File: config.mk
export PLATFORM = sky130hd
export DESIGN_NAME = pr3d_cell
export DESIGN_NICKNAME = d
export VERILOG_FILES = /design/src/rtl/core/pr3d_pkg.sv /design/src/rtl/core/pr3d_cell.sv
export SDC_FILE = /design/constraint.sdc
export NUM_CORES = 1
export LEC_CHECK = 0
export BUFFER_PORTS_ARGS = -buffer_cell sky130_fd_sc_hd__buf_2
export CORE_ASPECT_RATIO = 0.6
export CORE_MARGIN = 3
export CORE_UTILIZATION = 50
export DETAILED_ROUTE_END_ITERATION = 12
export MAX_ROUTING_LAYER = met4
export PLACE_DENSITY_LB_ADDON = 0.12
export RECOVER_POWER = 50
export SETUP_SLACK_MARGIN = 0.15
export SLEW_MARGIN = 20
export SYNTH_ARGS = -nofsm -noshare
export SYNTH_HDL_FRONTEND = slang
export SYNTH_SLANG_ARGS = --single-unit
File: constraint.sdc
create_clock -name clock -period 5.4 [get_ports clock]
set_input_delay 0 -clock clock [delete_from_list [all_inputs] [get_ports clock]]
set_output_delay 0 -clock clock [all_outputs]
set_load 0.01 [all_outputs]
File: src/rtl/core/pr3d_pkg.sv
// pr3d_pkg: shared types and constants for the two-axis point rotation core
// holds the cordic word layout, the gain constant and the arctangent table
// no dependencies
`default_nettype none

package pr3d_pkg;

   localparam int TRIG_WIDTH   = 32;
   localparam int TRIG_FRAC    = 28;
   localparam int ATAN_ENTRIES = 24;

   localparam logic signed [TRIG_WIDTH-1:0] CORDIC_GAIN = 32'sd163008219;

   localparam logic [TRIG_WIDTH-1:0] ATAN_TABLE [ATAN_ENTRIES] = '{
      32'h20000000, 32'h12E4051E, 32'h09FB385B, 32'h051111D4,
      32'h028B0D43, 32'h0145D7E1, 32'h00A2F61E, 32'h00517C55,
      32'h0028BE53, 32'h00145F2F, 32'h000A2F98, 32'h000517CC,
      32'h00028BE6, 32'h000145F3, 32'h0000A2FA, 32'h0000517D,
      32'h000028BE, 32'h0000145F, 32'h00000A30, 32'h00000518,
      32'h0000028C, 32'h00000146, 32'h000000A3, 32'h00000051
   };

   // one angle in flight through the cordic chain
   typedef struct packed {
      logic                         flip;
      logic signed [TRIG_WIDTH-1:0] x;
      logic signed [TRIG_WIDTH-1:0] y;
      logic signed [TRIG_WIDTH-1:0] z;
   } trig_type;

endpackage

`default_nettype wire

File: src/rtl/core/pr3d_cell.sv
// pr3d_cell: one cordic micro-rotation for both angles, plus the point riding along
// depends on pr3d_pkg
`default_nettype none

module pr3d_cell #(
   parameter int COORD_WIDTH = 24,
   parameter int STAGE       = 0
) (
   input  wire logic                          clock,
   input  wire logic                          advance,
   input  wire pr3d_pkg::trig_type            b_in,
   input  wire pr3d_pkg::trig_type            a_in,
   input  wire logic signed [COORD_WIDTH-1:0] x_in,
   input  wire logic signed [COORD_WIDTH-1:0] y_in,
   input  wire logic signed [COORD_WIDTH-1:0] z_in,
   output pr3d_pkg::trig_type                 b_out,
   output pr3d_pkg::trig_type                 a_out,
   output logic signed [COORD_WIDTH-1:0]      x_out,
   output logic signed [COORD_WIDTH-1:0]      y_out,
   output logic signed [COORD_WIDTH-1:0]      z_out
);
   import pr3d_pkg::*;

   localparam logic signed [TRIG_WIDTH-1:0] ATAN_STEP = signed'(ATAN_TABLE[STAGE]);

   trig_type                       b_ff, b_in_w, a_ff, a_in_w;
   logic signed [COORD_WIDTH-1:0]  x_ff, y_ff, z_ff;

   function automatic trig_type step(input trig_type t);
      trig_type                     r;
      logic signed [TRIG_WIDTH-1:0] dx, dy;
      dx     = t.y >>> STAGE;
      dy     = t.x >>> STAGE;
      r.flip = t.flip;
      if (!t.z[TRIG_WIDTH-1]) begin
         r.x = t.x - dx;
         r.y = t.y + dy;
         r.z = t.z - ATAN_STEP;
      end else begin
         r.x = t.x + dx;
         r.y = t.y - dy;
         r.z = t.z + ATAN_STEP;
      end
      return r;
   endfunction

   always_comb begin
      b_in_w = step(b_in);
      a_in_w = step(a_in);
   end

   always_ff @(posedge clock) begin
      if (advance) begin
         b_ff <= b_in_w;
         a_ff <= a_in_w;
         x_ff <= x_in;
         y_ff <= y_in;
         z_ff <= z_in;
      end
   end

   assign b_out = b_ff;
   assign a_out = a_ff;
   assign x_out = x_ff;
   assign y_out = y_ff;
   assign z_out = z_ff;

endmodule

`default_nettype wire

==> flow_results.org <==
** Run status
- The run finished, with violations left.
- Failing checks :: capacitance limit, slew limit

** Detailed routing
- For this block, the via count after detailed routing is 17650.
- Vias per cell :: 5.826
- The first detailed-routing pass took 8 iterations.
- After detailed routing, the met3 layer carries 7666 µm of wire.
- Antenna Violating Nets Remaining :: 0
- After detailed routing, the average wire length per cell comes to 23.09 µm.
- Highest metal used :: met4
- Met1 Wirelength :: 29150 µm
- Detailed routing placed a total of 30780 µm of wire on met2.
- For this run, design rule violations remaining after detail routing come to 0.
- The first routing iteration left 2086 violations.
- The final layout contains routed wiring with a total length of 69930 µm.

** Layout
- Syn-to-layout area delta :: 27.50%
- Number of nets in the layout :: 2997
- Once layout is complete, the utilization of the core stands at 0.6601.
- Ratio of cells with drive above 1 in the final layout :: 0.1811
- Post-route cell area :: 23590 µm²

** Worst setup path
- For the worst setup path, the data arrival time is roughly 4000 ps.
- Critical path data required time :: 5710 ps
- Worst setup SP type :: input port
- Along the worst path, the maximum fanout reaches 3.
- Worst setup path class :: input port to register
- STA classifies the critical path endpoint as a register.

** Synth
- In the synthesized netlist the dominant register cell turns out to be sky130_fd_sc_hd__edfxtp_1.
- The netlist uses 80 different library cells.
- Fraction of synthesized area in multiplexers :: 0.01190
- Summing every instance area after synthesis gives 18500 µm².
- Post-Syn Area per Cell :: 9.744 µm²
- Of the total synthesized cell area, the portion taken by full adders, half adders and majority gates is 0.1358.
- Largest family of logic cells by synthesized area :: compound AO/OA/AOI/OAI gates
- Of the total synthesized cell area, the portion taken by AND, OR, NAND and NOR gates is 0.1048.
- Yosys printed 0 warnings.
- Post-synthesis net count :: ~2400
- The synthesized design contains about 260 register bits.
- Syn Inst Count :: 1899
- Of the total synthesized cell area, the portion taken by XOR and XNOR cells is 0.05822.
- Counting flops with an async set or reset pin after synthesis yields a share of 0.
- Compound-gate portion of the synthesized area :: 0.2020
- For this run, the register share of the synthesized area comes to 0.4284.
- Counting flops with a built-in enable in the synthesized netlist gives ~260.

** Floorplanning
- The floorplan step defined a die boundary enclosing 39430 µm².
- Die W :: roughly 250 µm
- DIE HEIGHT :: 155.0 µm
- Io pins :: between 500 and 600
- Floorplan row count :: between 50 and 60
- The floorplan step defined a core boundary enclosing 35740 µm².
- Initial core utilization :: 0.5177

** CTS
- TritonCTS created 26 clock buffers.
- TritonCTS built the clock tree.
- Reg clk slew, reported paths :: around 70 ps
- Master cell of the clock root buffer :: sky130_fd_sc_hd__clkbuf_16
- Clk buf depth :: 3
- TritonCTS sink count :: 264
- After clock tree synthesis, the repair step resized 0 gates.
- H-tree levels :: 1
- Post-CTS setup buffer count :: 0

** Timing
- Final hold vios :: 0
- Worst Setup Slack, final :: between 1500 and 2000 ps
- Min Hold Slack :: approximately 21 ps
- Setup violations remaining at the end of the flow were counted as 0.
- Transition time at the pin with the least slew margin :: ~3300 ps
- Fin crit share :: 0.6785
- Headroom to the max-slew limit :: -1.182
- Fmax :: 272.9 MHz
- Adding up every negative setup slack in the final design gives 0 ps.
- Count of final max-slew check failures :: 125
- Setup repair after global routing left no endpoint under its margin.
- Final Critical Period :: approximately 3700 ps

** Power and ir drop
- Peak supply drop :: 0.0003008 V
- Dividing total power by cell area gives a power density of 275.5 nW/µm².
- Total leakage power :: 10.16 nW

** Global route
- The total overflow left after global routing is 0.
- Entering global routing, the biggest net connects around 140 pins.
- The initial antenna violation count is 11.
- Vias in the first global route :: 17040
- First-pass GRT wire length :: 103000 µm
- In the global route stage, overall resource usage came out at 0.3517.

** Placement
- In this run the tool buffered the top-level ports with 533 buffer cells.
- Worst slack at placement :: 1837 ps
- GP Congestion :: 1.017
- Post-DP HPWL :: 51960 µm
- Total cell area at the placement stage :: 21480 µm²

** Run
- Max-cap violations in this run came to 1.

** Hold path
- The worst hold path belongs to the class input port to register.
==> worst max-delay path, cell delays in order <==
cell and delay [ps]:
sky130_fd_sc_hd__dlygate4sd3_1 570, sky130_fd_sc_hd__buf_2 150, sky130_fd_sc_hd__ha_1 210, sky130_fd_sc_hd__fa_1 400
sky130_fd_sc_hd__nand2b_1 180, sky130_fd_sc_hd__a21oi_1 200, sky130_fd_sc_hd__o2111ai_1 180, sky130_fd_sc_hd__nand3_1 190
sky130_fd_sc_hd__a311oi_1 180, sky130_fd_sc_hd__o41ai_1 800, sky130_fd_sc_hd__a31oi_1 300, sky130_fd_sc_hd__o2111ai_1 250
sky130_fd_sc_hd__o2111ai_1 160, sky130_fd_sc_hd__xnor2_1 170
==> cell type report <==
class	instances	area, µm²
fillers	2963	12150
multi-input cells	1355	9487
flip-flops and latches	264	7928
repair buffers	686	4011
inverters	200	750.7
clock buffers	30	665.6
well taps	467	584.3
clock inverters	16	138.9
diodes	11	27.53
==> Yosys cell counts (22+ instances only) <==
library cell,n,area [µm²]
sky130_fd_sc_hd__nor2_1,164,615.6
sky130_fd_sc_hd__nor3_1,36,180.2
sky130_fd_sc_hd__nand2b_1,28,175.2
sky130_fd_sc_hd__a21o_1,23,172.7
sky130_fd_sc_hd__mux2i_1,22,220.2
sky130_fd_sc_hd__xnor2_1,108,945.9
sky130_fd_sc_hd__nand2_1,96,360.4
sky130_fd_sc_hd__inv_1,187,701.9
sky130_fd_sc_hd__o21ai_1,36,180.2
sky130_fd_sc_hd__ha_1,188,2352
sky130_fd_sc_hd__o21bai_1,39,292.8
sky130_fd_sc_hd__a21oi_1,230,1151
sky130_fd_sc_hd__edfxtp_1,264,7928
sky130_fd_sc_hd__clkbuf_1,44,165.2
sky130_fd_sc_hd__o21ai_0,94,470.5
sky130_fd_sc_hd__nor2b_1,22,137.6
==> kinds of logic (layout without fill, tap and decap cells) <==
logic type | count (synthesis) | in the layout
flip-flops | 264 | 264
other | 0 | 11
AO/OA/AOI/OAI | 593 | 593
multiplexers | 22 | 22
XOR/XNOR | 123 | 123
adder cells (fa/ha/maj) | 196 | 196
AND/OR/NAND/NOR | 421 | 421
buffers and inverters | 280 | 932
==> what timing repair did <==
item,in CTS,in global routing
endpoints found under the setup margin,0,0
hold endpoints to repair,146,0
hold buffers,147,0
==> worst paths after layout <==
kind / startpoint / to / slack (ps) / depth (start not counted)
worst min-delay path: a_in[33] / a_out[65] / 20 / 4
worst max-delay path: a_in[64] / a_out[62] / 1740 / 14
==> placed cells by master, fill, tap and decap left out, types with 11 or more instances in the layout <==
cell	n
sky130_fd_sc_hd__buf_2	382
sky130_fd_sc_hd__edfxtp_1	264
sky130_fd_sc_hd__a21oi_1	230
sky130_fd_sc_hd__ha_1	188
sky130_fd_sc_hd__inv_1	187
sky130_fd_sc_hd__nor2_1	164
sky130_fd_sc_hd__clkbuf_1	152
sky130_fd_sc_hd__dlygate4sd3_1	147
sky130_fd_sc_hd__xnor2_1	108
sky130_fd_sc_hd__nand2_1	96
sky130_fd_sc_hd__o21ai_0	94
sky130_fd_sc_hd__o21bai_1	39
sky130_fd_sc_hd__nor3_1	36
sky130_fd_sc_hd__o21ai_1	36
sky130_fd_sc_hd__nand2b_1	28
sky130_fd_sc_hd__clkbuf_16	26
sky130_fd_sc_hd__a21o_1	23
sky130_fd_sc_hd__nor2b_1	22
sky130_fd_sc_hd__mux2i_1	22
sky130_fd_sc_hd__nand3_1	19
sky130_fd_sc_hd__a211oi_1	19
sky130_fd_sc_hd__o31ai_1	16
sky130_fd_sc_hd__a31oi_1	15
sky130_fd_sc_hd__xor2_1	15
sky130_fd_sc_hd__or3_1	13
sky130_fd_sc_hd__diode_2	11
sky130_fd_sc_hd__o211ai_1	11
==> registers in the layout (all words and copies together), names as in the netlist <==
signal	count
a_out	96
b_out	96
x_out	24
y_out	24
z_out	24
==> power breakdown <==
part / internal [mW] / switching (mW)
Combinational: 0.753 / 1.29
Sequential: 2.59 / 0.0857
Clock: 0.940 / 0.844
Total: 4.28 / 2.22
==> per-layer routing <==
metal	up-vias	GRT usage
li1	8069	-
met4	0	0.1129
met5	-	-
met1	8386	0.4824
met2	1077	0.5208
met3	116	0.07736
==> per-stage QoR <==
step | power, mW | instances
5_1_grt | 6.779 | 3029
4_1_cts | 6.466 | 3018
3_5_place_dp | 4.619 | 2825
3_3_place_gp | 4.608 | 2825
6_report | 6.501 | 3029
2_1_floorplan | 3.807 | 1899
(Power assumes the default switching activity.)
